$ cat config.mk
export PLATFORM = sky130hd
export DESIGN_NAME = rgb_gray_palette_quantize_pack
export DESIGN_NICKNAME = d
export VERILOG_FILES = /design/src/rtl/rgpq_pkg.sv /design/src/rtl/rgb_gray_palette_quantize_pack.sv /design/src/rtl/rgpq_luma.sv
export SDC_FILE = /design/constraint.sdc
export NUM_CORES = 1
export LEC_CHECK = 0
export BUFFER_PORTS_ARGS = -buffer_cell sky130_fd_sc_hd__clkbuf_2
export CAP_MARGIN = 20
export CORE_MARGIN = 5
export CORE_UTILIZATION = 35
export DETAILED_ROUTE_END_ITERATION = 8
export PLACE_DENSITY = 0.59
export SYNTH_ARGS = -nofsm -noshare
export SYNTH_HDL_FRONTEND = slang
export SYNTH_SLANG_ARGS = --single-unit
export TNS_END_PERCENT = 100
$ cat constraint.sdc
create_clock -name clk -period 8.9 [get_ports clk]
set_clock_uncertainty 0.15 [all_clocks]
set_input_delay 0.89 -clock clk [delete_from_list [all_inputs] [get_ports clk]]
set_output_delay 0.89 -clock clk [all_outputs]
set_load 0.1 [all_outputs]
$ cat src/rtl/rgpq_pkg.sv
// Shared types and constants for the palette quantizer.
// No dependencies; used by the luma unit and the top level.
package rgpq_pkg;

	localparam int LumaW      = 8;
	localparam int SumW       = 18;
	localparam int RecipW     = 19;
	localparam int ProdW      = SumW + RecipW;
	localparam int PalCount   = 4;
	localparam int IdxW       = 2;
	localparam int RegIdxW    = 2;
	localparam int CfgDataW   = 24;
	localparam int SlotsPerByte = 4;

	// BT.601 weights at scale 1/1000, plus the rounding half
	localparam logic [SumW-1:0] WeightR    = 18'd299;
	localparam logic [SumW-1:0] WeightG    = 18'd587;
	localparam logic [SumW-1:0] WeightB    = 18'd114;
	localparam logic [SumW-1:0] WeightHalf = 18'd500;

	// ceil(2^28 / 1000): exact floor division by 1000 for any 18-bit sum
	localparam logic [RecipW-1:0] RecipMul = 19'd268436;
	localparam int RecipShift = 28;

	// Luma of the reset palette (gray levels map to themselves)
	localparam logic [LumaW-1:0] PalLumaReset [PalCount] = '{8'd0, 8'd85, 8'd170, 8'd255};

	typedef struct packed {
		logic load_sum;
		logic load_y;
	} luma_ctl_t;

endpackage

$ cat src/rtl/rgb_gray_palette_quantize_pack.sv
// Palette quantizer top level: pixel pipeline, palette luma store, 2-bit packer.
// Depends on rgpq_pkg and rgpq_luma.
//
// Usage:
//  s_* channel takes one RGB pixel per transaction; s_tlast marks the last
//  pixel of a row. m_* channel returns packed bytes of four 2-bit palette
//  indices, first pixel in bits 7:6; m_tlast marks the last byte of a row.
//  A byte leaves after every fourth pixel or at a row end (unfilled low bits 0).
//  Throughput: one pixel per clock, sustained while the output is not stalled.
//  A byte reaches m_* from the transaction of the pixel that completes it
//  through the input register, weighted sum, divide and result register.
//  Palette writes on cfg_* pass a weighted sum and a divide register before
//  they update a stored palette luma; write only while the pipeline is empty.
//  Reset clears the pipeline, the partial byte and restores the gray palette
//  0x000000, 0x555555, 0xAAAAAA, 0xFFFFFF.
//  When m_tready is low a byte in the result register holds; the pipeline
//  keeps taking pixels until all three stages are full, then s_tready drops.
module rgb_gray_palette_quantize_pack (
	input  logic                              clk,
	input  logic                              arst_n,
	// slave pixel stream
	input  logic                              s_tvalid,
	output logic                              s_tready,
	input  logic [23:0]                       s_tdata,   // red[7:0], green[15:8], blue[23:16]
	input  logic                              s_tlast,   // row_end
	// master byte stream
	output logic                              m_tvalid,
	input  logic                              m_tready,
	output logic [7:0]                        m_tdata,   // packed_byte[7:0]
	output logic                              m_tlast,   // row_last
	// configuration write port
	input  logic                              cfg_we,
	input  logic [rgpq_pkg::RegIdxW-1:0]      cfg_index,
	input  logic [rgpq_pkg::CfgDataW-1:0]     cfg_wdata
);

	logic valid1_q, valid2_q, valid3_q;
	logic out_free, en2, en3, take3;
	logic [7:0] red_s1, green_s1, blue_s1;
	logic last_s1, last_s2, last_s3;
	logic [rgpq_pkg::LumaW-1:0] y_s3;
	rgpq_pkg::luma_ctl_t pix_ctl, cfg_ctl;

	logic cfg_pend_s1, cfg_pend_s2;
	logic [rgpq_pkg::RegIdxW-1:0] cfg_idx_s1, cfg_idx_s2;
	logic [rgpq_pkg::LumaW-1:0] cfg_luma;
	logic [rgpq_pkg::LumaW-1:0] pal_luma_q [rgpq_pkg::PalCount];

	logic [rgpq_pkg::LumaW-1:0] gap [rgpq_pkg::PalCount];
	logic [rgpq_pkg::LumaW-1:0] best_gap;
	logic [rgpq_pkg::IdxW-1:0]  best_idx;

	logic [5:0] partial_q;
	logic [1:0] slot_q;
	logic [7:0] acc;
	logic       emit;
	logic       out_valid_q;
	logic [7:0] out_byte_q;
	logic       out_last_q;

	// stage advance: a stage loads when it is empty or its content moves on
	assign out_free = !out_valid_q || m_tready;
	assign en3      = !valid3_q || out_free;
	assign en2      = !valid2_q || en3;
	assign s_tready = !valid1_q || en2;
	assign take3    = valid3_q && out_free;

	always_ff @(posedge clk or negedge arst_n) begin
		if (!arst_n) begin
			valid1_q <= 1'b0;
			valid2_q <= 1'b0;
			valid3_q <= 1'b0;
		end else begin
			if (s_tready) valid1_q <= s_tvalid;
			if (en2)      valid2_q <= valid1_q;
			if (en3)      valid3_q <= valid2_q;
		end
	end

	always_ff @(posedge clk) begin
		if (s_tready) begin
			red_s1   <= s_tdata[7:0];
			green_s1 <= s_tdata[15:8];
			blue_s1  <= s_tdata[23:16];
			last_s1  <= s_tlast;
		end
		if (en2) last_s2 <= last_s1;
		if (en3) last_s3 <= last_s2;
	end

	assign pix_ctl.load_sum = en2;
	assign pix_ctl.load_y   = en3;

	rgpq_luma u_pix_luma (
		.clk   (clk),
		.ctl   (pix_ctl),
		.red   (red_s1),
		.green (green_s1),
		.blue  (blue_s1),
		.luma  (y_s3)
	);

	// palette writes go through their own luma unit; only the luma is kept
	assign cfg_ctl.load_sum = cfg_we;
	assign cfg_ctl.load_y   = cfg_pend_s1;

	rgpq_luma u_cfg_luma (
		.clk   (clk),
		.ctl   (cfg_ctl),
		.red   (cfg_wdata[23:16]),
		.green (cfg_wdata[15:8]),
		.blue  (cfg_wdata[7:0]),
		.luma  (cfg_luma)
	);

	always_ff @(posedge clk or negedge arst_n) begin
		if (!arst_n) begin
			cfg_pend_s1 <= 1'b0;
			cfg_pend_s2 <= 1'b0;
		end else begin
			cfg_pend_s1 <= cfg_we;
			cfg_pend_s2 <= cfg_pend_s1;
		end
	end

	always_ff @(posedge clk) begin
		cfg_idx_s1 <= cfg_index;
		cfg_idx_s2 <= cfg_idx_s1;
	end

	always_ff @(posedge clk or negedge arst_n) begin
		if (!arst_n) begin
			pal_luma_q <= rgpq_pkg::PalLumaReset;
		end else if (cfg_pend_s2) begin
			pal_luma_q[cfg_idx_s2] <= cfg_luma;
		end
	end

	always_comb begin
		for (int i = 0; i < rgpq_pkg::PalCount; i++) begin
			gap[i] = (pal_luma_q[i] > y_s3) ? (pal_luma_q[i] - y_s3) : (y_s3 - pal_luma_q[i]);
		end
	end

	// strict less-than keeps the lower index on ties
	always_comb begin
		best_idx = '0;
		best_gap = gap[0];
		for (int i = 1; i < rgpq_pkg::PalCount; i++) begin
			if (gap[i] < best_gap) begin
				best_gap = gap[i];
				best_idx = rgpq_pkg::IdxW'(i);
			end
		end
	end

	assign acc  = {partial_q, best_idx};
	assign emit = (slot_q == 2'(rgpq_pkg::SlotsPerByte - 1)) || last_s3;

	always_ff @(posedge clk or negedge arst_n) begin
		if (!arst_n) begin
			partial_q <= '0;
			slot_q    <= '0;
		end else if (take3) begin
			if (emit) begin
				partial_q <= '0;
				slot_q    <= '0;
			end else begin
				partial_q <= acc[5:0];
				slot_q    <= slot_q + 2'd1;
			end
		end
	end

	always_ff @(posedge clk or negedge arst_n) begin
		if (!arst_n) begin
			out_valid_q <= 1'b0;
		end else if (take3 && emit) begin
			out_valid_q <= 1'b1;
		end else if (m_tready) begin
			out_valid_q <= 1'b0;
		end
	end

	// left-align the collected indices; shift is 2 * (3 - slot)
	always_ff @(posedge clk) begin
		if (take3 && emit) begin
			out_byte_q <= 8'(acc << {~slot_q, 1'b0});
			out_last_q <= last_s3;
		end
	end

	assign m_tvalid = out_valid_q;
	assign m_tdata  = out_byte_q;
	assign m_tlast  = out_last_q;

endmodule

$ cat src/rtl/rgpq_luma.sv
// Two-stage BT.601 luma unit: weighted sum, then rounding divide by 1000.
// Depends on rgpq_pkg.
module rgpq_luma (
	input  logic                         clk,
	input  rgpq_pkg::luma_ctl_t          ctl,
	input  logic [7:0]                   red,
	input  logic [7:0]                   green,
	input  logic [7:0]                   blue,
	output logic [rgpq_pkg::LumaW-1:0]   luma
);

	logic [rgpq_pkg::SumW-1:0]  wsum;
	logic [rgpq_pkg::SumW-1:0]  sum_s1;
	logic [rgpq_pkg::ProdW-1:0] prod;
	logic [rgpq_pkg::LumaW-1:0] luma_s2;

	// max 255000 + 500 still fits 18 bits
	assign wsum = ({10'd0, red} * rgpq_pkg::WeightR) + ({10'd0, green} * rgpq_pkg::WeightG)
		+ ({10'd0, blue} * rgpq_pkg::WeightB) + rgpq_pkg::WeightHalf;

	always_ff @(posedge clk) begin
		if (ctl.load_sum) begin
			sum_s1 <= wsum;
		end
	end

	assign prod = {{rgpq_pkg::RecipW{1'b0}}, sum_s1}
		* {{rgpq_pkg::SumW{1'b0}}, rgpq_pkg::RecipMul};

	always_ff @(posedge clk) begin
		if (ctl.load_y) begin
			luma_s2 <= prod[rgpq_pkg::RecipShift +: rgpq_pkg::LumaW];
		end
	end

	assign luma = luma_s2;

endmodule

After elaboration in Yosys (flattened, before gate mapping)
Index checks and enable logic that the tools add are counted.

Flip-flop bits (word level): 138. Output and inout port bits: 11. Word-level logic and storage cells: 91. Input bits: 56.

Magnitude comparators: 9. Equality and inequality tests: 1. Reduce and logical (&&, ||, !) cells: 13. Mux-type cells: 16. Shift operators: 1. Bitwise gates (word level): 2. $add $sub $neg: 15. Multipliers: 8.

Operators by type and width (count): $mul 18x17->34 const B (2); $sub 8x8->8 (8); $mux 8 (7); $add 17x18->18 (2); $add 18x15->18 (2); $add 18x9->18 const B (2); $mul 8x10->18 const B (2); $mul 8x9->17 const B (2); $bwmux 32 (1); $gt 8x8->1 (4); $mul 8x6->14 const B (2); $lt 8x8->1 (3); $demux 8 s2 (1); $shl 8x3->8 (1); $mux 2 (3); $mux 6 (1); $logic_or 1x1->1 (5); $logic_not 1->1 (4); $ge 3x3->1 const B (1); $logic_and 1x1->1 (3); $lt 3x1->1 const B (1); $mux 1 (3); $not 2->3 (1); $add 2x1->2 const B (1); other kinds (3) (3).

Depth between registers and ports, before layout
Gate-level depths: netlist of the first run.

Depth after elaboration: 9. Gate-level depth with buffers: 45. Gate-level depth less buffers: 41.

By module
From an unflattened synthesis of the first run, not the netlist that was laid out.

Cell total of the unflattened synthesis: 2246. Area total of the unflattened synthesis: 23186.0 um^2.

Modules (own cells, without submodules): rgpq_luma (u_cfg_luma) (area an instance 8519.4 um^2, times used 1, cells an instance 832); rgpq_luma (u_pix_luma) (area an instance 8379.3 um^2, times used 1, cells an instance 808); rgb_gray_palette_quantize_pack (area an instance 6287.3 um^2, times used 1, cells an instance 606).

Least setup slack after synthesis of the first run
OpenSTA, ideal clock, no wires.

Path type: reg2reg. Start point: register u_pix_luma.luma_s2 (netlist bit u_pix_luma.luma[1]). End point: register out_byte_q[7] (netlist: m_tdata[7]) (data pin). Data required time: 8486 ps. Arrival: 7714 ps. Cell stages (with the launch flop): 36. Buffers on the path: 1. Library setup time: 264 ps. Slack: 772 ps. Period minus slack after synthesis: 8128 ps. Cell sequence: edfxtp_1 inv_1 fa_1 nand3_1 a21boi_4 o31ai_4 mux2_4 a211o_1 or3b_1 a32o_1 a221oi_1 xnor2_1 ha_1 a21oi_1 and2b_1 a21boi_4 or2_1 buf_2 mux2_2 ha_1 a21o_1 a21o_1 a21o_1 or3_1 nor3_2 nor3_2 mux2_1 ha_1 nand4_1 nor2_1 nor2_1 nand2_1 nor3_1 mux2i_1 nor4b_4 o22ai_1.

Longest elaborated chain between the ends: 9.

Ends and longest elaborated chain: start, declared (line rgpq_luma.sv:15) `logic [rgpq_pkg::LumaW-1:0] luma_s2;`; start signal, assigned (line rgpq_luma.sv:32) `luma_s2 <= prod[rgpq_pkg::RecipShift +: rgpq_pkg::LumaW];`; $sub 8x8->8 or $gt 8x8->1 (tied branches) (line rgb_gray_palette_quantize_pack.sv:141) `gap[i] = (pal_luma_q[i] > y_s3) ? (pal_luma_q[i] - y_s3) : (y_s3 - pal_luma_q[i]);`; $mux 8 (line rgb_gray_palette_quantize_pack.sv:141); $lt 8x8->1 (line rgb_gray_palette_quantize_pack.sv:150) `if (gap[i] < best_gap) begin`; $mux 8 (line rgb_gray_palette_quantize_pack.sv:150); $lt 8x8->1 (line rgb_gray_palette_quantize_pack.sv:150); $mux 8 (line rgb_gray_palette_quantize_pack.sv:150); $lt 8x8->1 (line rgb_gray_palette_quantize_pack.sv:150); $mux 2 (*) (line rgb_gray_palette_quantize_pack.sv:150); $shl 8x3->8 (*) (line rgb_gray_palette_quantize_pack.sv:188) `out_byte_q <= 8'(acc << {~slot_q, 1'b0});`; end signal, assigned (line rgb_gray_palette_quantize_pack.sv:188); end, declared (line rgb_gray_palette_quantize_pack.sv:58) `logic [7:0] out_byte_q;`.

Every way passes the cells marked *; elsewhere a longest branch is shown, timed or not. A chain may end at the register's enable or synchronous reset.

Worst setup path after layout of the first run
Start point: register pal_luma_q[22] (netlist name). End point: register out_byte_q[3] (netlist: m_tdata[3]) (data pin).

Longest elaborated chain between the ends: 9.

Ends and longest elaborated chain: start, declared (line rgb_gray_palette_quantize_pack.sv:47) `logic [rgpq_pkg::LumaW-1:0] pal_luma_q [rgpq_pkg::PalCount];`; start signal, assigned (line rgb_gray_palette_quantize_pack.sv:133) `pal_luma_q <= rgpq_pkg::PalLumaReset;`; start signal, assigned by index (line rgb_gray_palette_quantize_pack.sv:135) `pal_luma_q[cfg_idx_s2] <= cfg_luma;`; $sub 8x8->8 or $gt 8x8->1 (tied branches) (line rgb_gray_palette_quantize_pack.sv:141); $mux 8 (*) (line rgb_gray_palette_quantize_pack.sv:141); $lt 8x8->1 (line rgb_gray_palette_quantize_pack.sv:150); $mux 8 (*) (line rgb_gray_palette_quantize_pack.sv:150); $lt 8x8->1 (line rgb_gray_palette_quantize_pack.sv:150); $mux 8 (line rgb_gray_palette_quantize_pack.sv:150); $lt 8x8->1 (line rgb_gray_palette_quantize_pack.sv:150); $mux 2 (*) (line rgb_gray_palette_quantize_pack.sv:150); $shl 8x3->8 (*) (line rgb_gray_palette_quantize_pack.sv:188).

Marked as above.

==> reports/results.ini, run 1 <==
[status]
status=finished clean

[sta]
rsz0062_at_grt=no
slew_headroom_pct=27.82
finalSetupViolations=0
tightestPinTransition_ns=1.080
timing.final.ws_setup_ns=0.5403
min_period_ns=8.360
finalCritPeriodShare_pct=93.93
max_clock_freq_ghz=0.1196
finalHoldViolations=0
setup_tns_ns=0
whs_ns=0.1953
slew_viol_final=0

[grt]
grt_pass1_wl_um=79570
grt_overflow=0
grt_max_degree=47
grtUsageTotal_pct=13.93
grt_pass1_vias=16100
grt_antenna_before_repair=0

[critical_path]
critPathCaptureType=flip-flop
slowest_delay_ns=0.54
cp.arrival_ns=8.41
crit_fanout=8
start_kind=flip-flop
crit_type=reg -> reg
crit_required_ns=8.95
cpMostUsedCell=ha_1
critPathSlowestCell=dfstp_2

[synth]
synth_area_sq_um=22570
syn_avg_cell_area_sq_um=10.49
synth_warnings=0
ys_seq_area_share_pct=17.25
synth_edf_count=88
async_flop_share_pct=33.33
synth_top_area_share_pct=32.66
yosys_most_used_dff=edfxtp_1
synth_top_cell_by_area=ha_1
synth_cells=2151
ys_types=72
synth_seq_cells=138
syn_nets=3045
synth_area_leaders=ha_1 (33%), fa_1 (22%), edfxtp_1 (12%)

[floorplan]
die_height_um=263.9
die_w_um=263.9
start_util_pct=35.20
io_pins=67
core_area_sq_um=64120
rows=93
die_area_sq_um=69650

[run]
cap_violations=0

[layout]
diodes=0
final.fill_count=6243
seqCellArea_sq_um=3894
nNetsFinal=3132
stdcell_count=3106
drive_gt1_share_pct=8.041
multiInputGateArea_sq_um=16610
synthToLayoutAreaGrowth_pct=8.882

[cts]
cts.clk_slew.worst_paths_ns=0.06
cts-root-buf=clkbuf_16
holdBufCountCts=0
insertion_delay_ns=0.47
cts_buffers=17
cts.path.max_buffers=2
cts_max_level=4
clock_sinks=138
cts_tree=built

[place]
dp_hpwl_um=40370
post-place-cells=3068
gp_congestion=0.8964
port-buffer-count=66
pre_cts_slack_ns=0.1779

[route]
via_per_inst=4.722
drtIter0Drc=539
drc=0
wl_per_cell_um=14.84
detail-route-antenna-nets=0
wl_um=46100
firstDrtPassIters=5
vias=14670

[min_path]
hp-class=reg -> reg

[layout make-up]
type | instances | area share, %
tap | 855 | 4.354
clock inverter | 8 | 0.1833
clock buffer | 24 | 1.966
timing repair buffer | 79 | 1.742
sequential | 138 | 15.85
multi-input combinational | 1458 | 67.60
inverter | 544 | 8.310
[worst max-delay path: cells and delay by family, from the launching register on]
kind	cells	cell delay, ns
AOI/OAI and AO/OA	11	2.35
muxes	4	1.25
buffers and inverters	1	0.04
and+or+nand+nor	13	2.47
adders and majority gates	4	1.17
xor gates and xnor gates	1	0.15
DFF	1	0.54
[cell families after synthesis]
| group | after synthesis | synth area share, % |
|---|---|---|
| multiplexers | 58 | 2.794 |
| buffers and inverters | 555 | 9.298 |
| XOR/XNOR | 80 | 3.105 |
| AO/OA/AOI/OAI | 273 | 8.023 |
| adder cells (fa/ha/maj) | 840 | 54.85 |
| flip-flops | 138 | 17.25 |
| AND/OR/NAND/NOR | 207 | 4.680 |
[through the flow]
step | area, sq um | utilization [%]
finish | 24570 | 38.32
global route | 24570 | 38.32
CTS | 24490 | 38.20
detailed placement | 23960 | 37.37
global placement | 23960 | 37.37
floorplan | 22570 | -
[cell usage after synthesis, types with 13 or more instances]
| cell | count |
|---|---|
| o21a_1 | 13 |
| nor2b_1 | 17 |
| nand3_1 | 13 |
| nand4_1 | 13 |
| nor2_1 | 56 |
| mux2i_1 | 24 |
| mux2_2 | 31 |
| dfstp_2 | 16 |
| xnor2_1 | 64 |
| nand2_1 | 48 |
| nor3_1 | 14 |
| edfxtp_1 | 88 |
| inv_1 | 544 |
| xor2_1 | 16 |
| fa_1 | 249 |
| o21ai_0 | 53 |
| dfrtp_1 | 30 |
| a21oi_1 | 77 |
| a21o_1 | 37 |
| o21bai_1 | 21 |
| ha_1 | 589 |
[layer usage]
metal | wire (um) | share of wire, % | track usage, % | up-vias
met5 | 0 | 0 | 0 | -
met4 | 739 | 1.6 | 3.636 | 0
met3 | 1134 | 2.5 | 2.086 | 38
met2 | 23440 | 51 | 25.14 | 155
met1 | 20790 | 45 | 17.45 | 7205
li1 | - | - | - | 7269
[cell usage in the layout (no fill, tap or decap), types with 6 or more instances in the layout]
cell type,instances
xnor2_1,63
dfrtp_1,30
buf_4,13
o21a_1,13
nand3_1,13
a21o_1,37
clkbuf_16,18
clkbuf_2,66
nor2b_1,17
o21ai_0,53
nor3_1,13
a211oi_1,7
a21oi_1,77
mux2_2,31
o21bai_1,21
nand4_1,13
edfxtp_1,88
ha_1,589
nand2_1,48
nor2_1,56
nand2b_1,11
and3_1,6
xor2_1,16
mux2i_1,24
inv_1,544
dfstp_2,16
fa_1,249
[path summary, 6_finish.rpt]
check / from / slack, ns / end / cells past startpoint
setup / recovery: pal_luma_q[22]$_DFFE_PN1P_ / 0.54 / m_tdata[3]$_SDFFCE_PN0P_ / 34
hold / removal: cfg_idx_s1[1]$_DFF_P_ / 0.20 / cfg_idx_s2[1]$_DFF_P_ / 0
setup reg to reg: pal_luma_q[22]$_DFFE_PN1P_ / 0.54 / m_tdata[3]$_SDFFCE_PN0P_ / 34
hold reg to reg: cfg_idx_s1[1]$_DFF_P_ / 0.20 / cfg_idx_s2[1]$_DFF_P_ / 0
max in group asynchronous: arst_n / 7.77 / partial_q[4]$_DFFE_PN0P_ / 2
min in group asynchronous: arst_n / 0.37 / partial_q[0]$_DFFE_PN0P_ / 2
[repair_timing]
| action | CTS | global route |
|---|---|---|
| setup buffers | 0 | 6 |
| setup endpoints to repair | 0 | 10 |
| resized for setup | 0 | 8 |
[state kept, by name, indices dropped and copies added, names as in the netlist, 2 cells and up]
register,count
blue_s1,8
m_tdata,8
partial_q,6
u_cfg_luma.sum_s1,18
cfg_idx_s1,2
green_s1,8
u_cfg_luma.luma,8
pal_luma_q,32
slot_q,2
u_pix_luma.luma,8
u_pix_luma.sum_s1,18
cfg_idx_s2,2
red_s1,8
Power of run 1 is not shown: default switching activity piles up to over one toggle a cycle in this logic, so the estimate is an artifact.
==> run 2, diff against run 1 <==
CORE_UTILIZATION = 55   (was 35)
PLACE_DENSITY = 0.81   (was 0.59)
==> run 2 against run 1 <==
  * Register-to-register slack got worse by 0.15 ns
  * Final cell count fell by 10%
  * Via count up 3.0%
  * Die area decreased by 35%
  * Final area down 1.5%
  * Largest cell class unchanged
  * Critical path depth is 1 higher
  * Clock-buffer cell count is 7 lower
  * Sequential cell count did not move
  * Non-clock buffer count decreased by 2
  * Sequential share of layout area increased by 0.24 points
==> reports/results.ini, run 2 (same netlist as run 1, synthesis figures left out) <==
[layout]
final.fill_count=3240  ; -48%
final_common_cell=ha_1
seqCellArea_sq_um=3894  ; unchanged
synthToLayoutAreaGrowth_pct=7.285
top_register=pal_luma_q
top_regs=pal_luma_q (32), u_cfg_luma.sum_s1 (18), u_pix_luma.sum_s1 (18)
final_cell_mix=ha_1 (589), inv_1 (544), fa_1 (249)
largest_reg_flops=32  ; unchanged
diodes=0  ; unchanged
drive_gt1_share_pct=8.004  ; -0.037 points
multiInputGateArea_sq_um=16590  ; -0.13%
nNetsFinal=3130  ; -0.064%

[critical_path]
crit_fanout=8  ; unchanged
critPathCaptureType=flip-flop
cpMostUsedCell=ha_1
rr_startpoint=pal_luma_q[22]$_DFFE_PN1P_
crit_type=reg -> reg
r2r_slack_ns=0.39  ; -0.15 ns
r2r_end=m_tdata[3]$_SDFFCE_PN0P_
ff2ff_path_depth=35  ; +2.9%
startpoint=pal_luma_q[22]$_DFFE_PN1P_
crit_required_ns=9.02  ; +0.07 ns
cp.arrival_ns=8.64  ; +0.23 ns
start_kind=flip-flop
critPathSlowestCell=dfstp_2
slowest_delay_ns=0.55  ; about the same

[cts]
clock_sinks=138  ; unchanged
cts.path.max_buffers=2  ; unchanged
cts_tree=built
cts_max_level=4  ; unchanged
holdBufCountCts=0  ; unchanged
cts-root-buf=clkbuf_16
cts.clk_slew.worst_paths_ns=0.06  ; about the same
insertion_delay_ns=0.44  ; -0.03 ns
cts_buffers=17  ; unchanged

[route]
wl_um=46230  ; +0.27%
wl_per_cell_um=16.62  ; +12%
firstDrtPassIters=5  ; unchanged
detail-route-antenna-nets=0  ; unchanged
drc=0  ; unchanged
vias=15110  ; +3.0%
drtIter0Drc=776  ; +44%
via_per_inst=5.433  ; +15%

[run]
cap_violations=0  ; unchanged

[floorplan]
rows=74  ; -20%
core_area_sq_um=40740  ; -36%
die_w_um=212.6  ; -19%
die_height_um=212.6  ; -19%
start_util_pct=55.39  ; +20 points
io_pins=67  ; unchanged
die_area_sq_um=45180  ; -35%

[sta]
setup_tns_ns=0  ; unchanged
slew_headroom_pct=51.71  ; +24 points
finalSetupViolations=0  ; unchanged
max_clock_freq_ghz=0.1175  ; -1.8%
finalCritPeriodShare_pct=95.63  ; +1.7 points
finalHoldViolations=0  ; unchanged
whs_ns=0.1872  ; -0.008105 ns
min_period_ns=8.511  ; +0.1518 ns
slew_viol_final=0  ; unchanged
rsz0062_at_grt=no
tightestPinTransition_ns=0.7217  ; -0.3579 ns

[min_path]
hp-start=cfg_idx_s1[0]$_DFF_P_
hp-class=reg -> reg
min_to=cfg_idx_s2[0]$_DFF_P_
hold_path_depth=0  ; unchanged

[place]
gp_congestion=0.9391  ; +4.8%
port-buffer-count=66  ; unchanged
dp_hpwl_um=39780  ; -1.5%

[grt]
grt_antenna_before_repair=0  ; unchanged
met1_usage_pct=26.13  ; +8.7 points
grt_max_degree=47  ; unchanged
grt_pass1_wl_um=78560  ; -1.3%
grtUsageTotal_pct=21.46  ; +7.5 points
busiest_layer=met2
grt_use_met2_pct=39.23  ; +14 points
met3_usage_pct=3.069  ; +0.98 points
grt_pass1_vias=16750  ; +4.0%
grt_overflow=0  ; unchanged

[status]
status=finished clean

[run 2: cell count changes in the layout (fill, tap and decap cells not counted), moves of 2 or more]
cell / delta
clkbuf_1: -5
buf_4: -3
bufinv_16: +3
clkinvlp_4: +3
clkinv_4: +2
inv_4: -2
inv_6: +2
[run 2: how the worst max path moves through the flow]
stage                                     endpoint  slack (ns)  cells after the start
after global routing      m_tdata[3]$_SDFFCE_PN0P_        0.01                     35
after global placement    m_tdata[3]$_SDFFCE_PN0P_        0.62                     37
final                     m_tdata[3]$_SDFFCE_PN0P_        0.39                     35
after CTS                 m_tdata[3]$_SDFFCE_PN0P_        0.21                     37
after floorplan               m_tdata[7]$_DFFE_PP_        0.77                     35
after detailed placement  m_tdata[3]$_SDFFCE_PN0P_        0.25                     37
[run 2: through the flow]
step                      instance area [sq um]  utilization, %  setup slack [ns]  instances
after floorplan                           22570               -            0.7722       2151
after global routing                      24210           59.43           0.01145       2781
final                                     24210           59.43            0.3886       2781
after global placement                    23560           57.83            0.6245       2745
after CTS                                 24160           59.30            0.2086       2777
after detailed placement                  23560           57.83            0.2477       2745
[run 2: timing repair]
| action | in CTS | in global routing |
|---|---|---|
| setup endpoints to repair | 0 | 10 |
| setup buffers | 0 | 3 |
| resized for setup | 0 | 4 |
[run 2: worst max-delay path, delay by kind of cell (launching register included)]
family	cells	cell delay [ns]
compound gates	15	3.06
buf+inv	1	0.05
simple gates	11	2.31
mux	3	0.82
xor+xnor	1	0.22
flops	1	0.55
fa+ha+maj	4	1.18
[run 2: layer usage]
| metal | routed length (um) | share of wire, % |
|---|---|---|
| met3 | 1562 | 3.4 |
| met5 | 0 | 0 |
| met4 | 1269 | 2.7 |
| met1 | 19550 | 42 |
| met2 | 23840 | 52 |
[run 2: layout make-up]
class                           instances  area share [%]
Multi-Input combinational cell       1458           68.52
Sequential cell                       138           16.08
Inverter                              544           8.434
Tap cell                              532           2.749
Clock buffer                           17           1.757
Timing Repair Buffer                   77           1.736
Clock inverter                         15          0.7235
Power of run 2 is left out for the same reason.
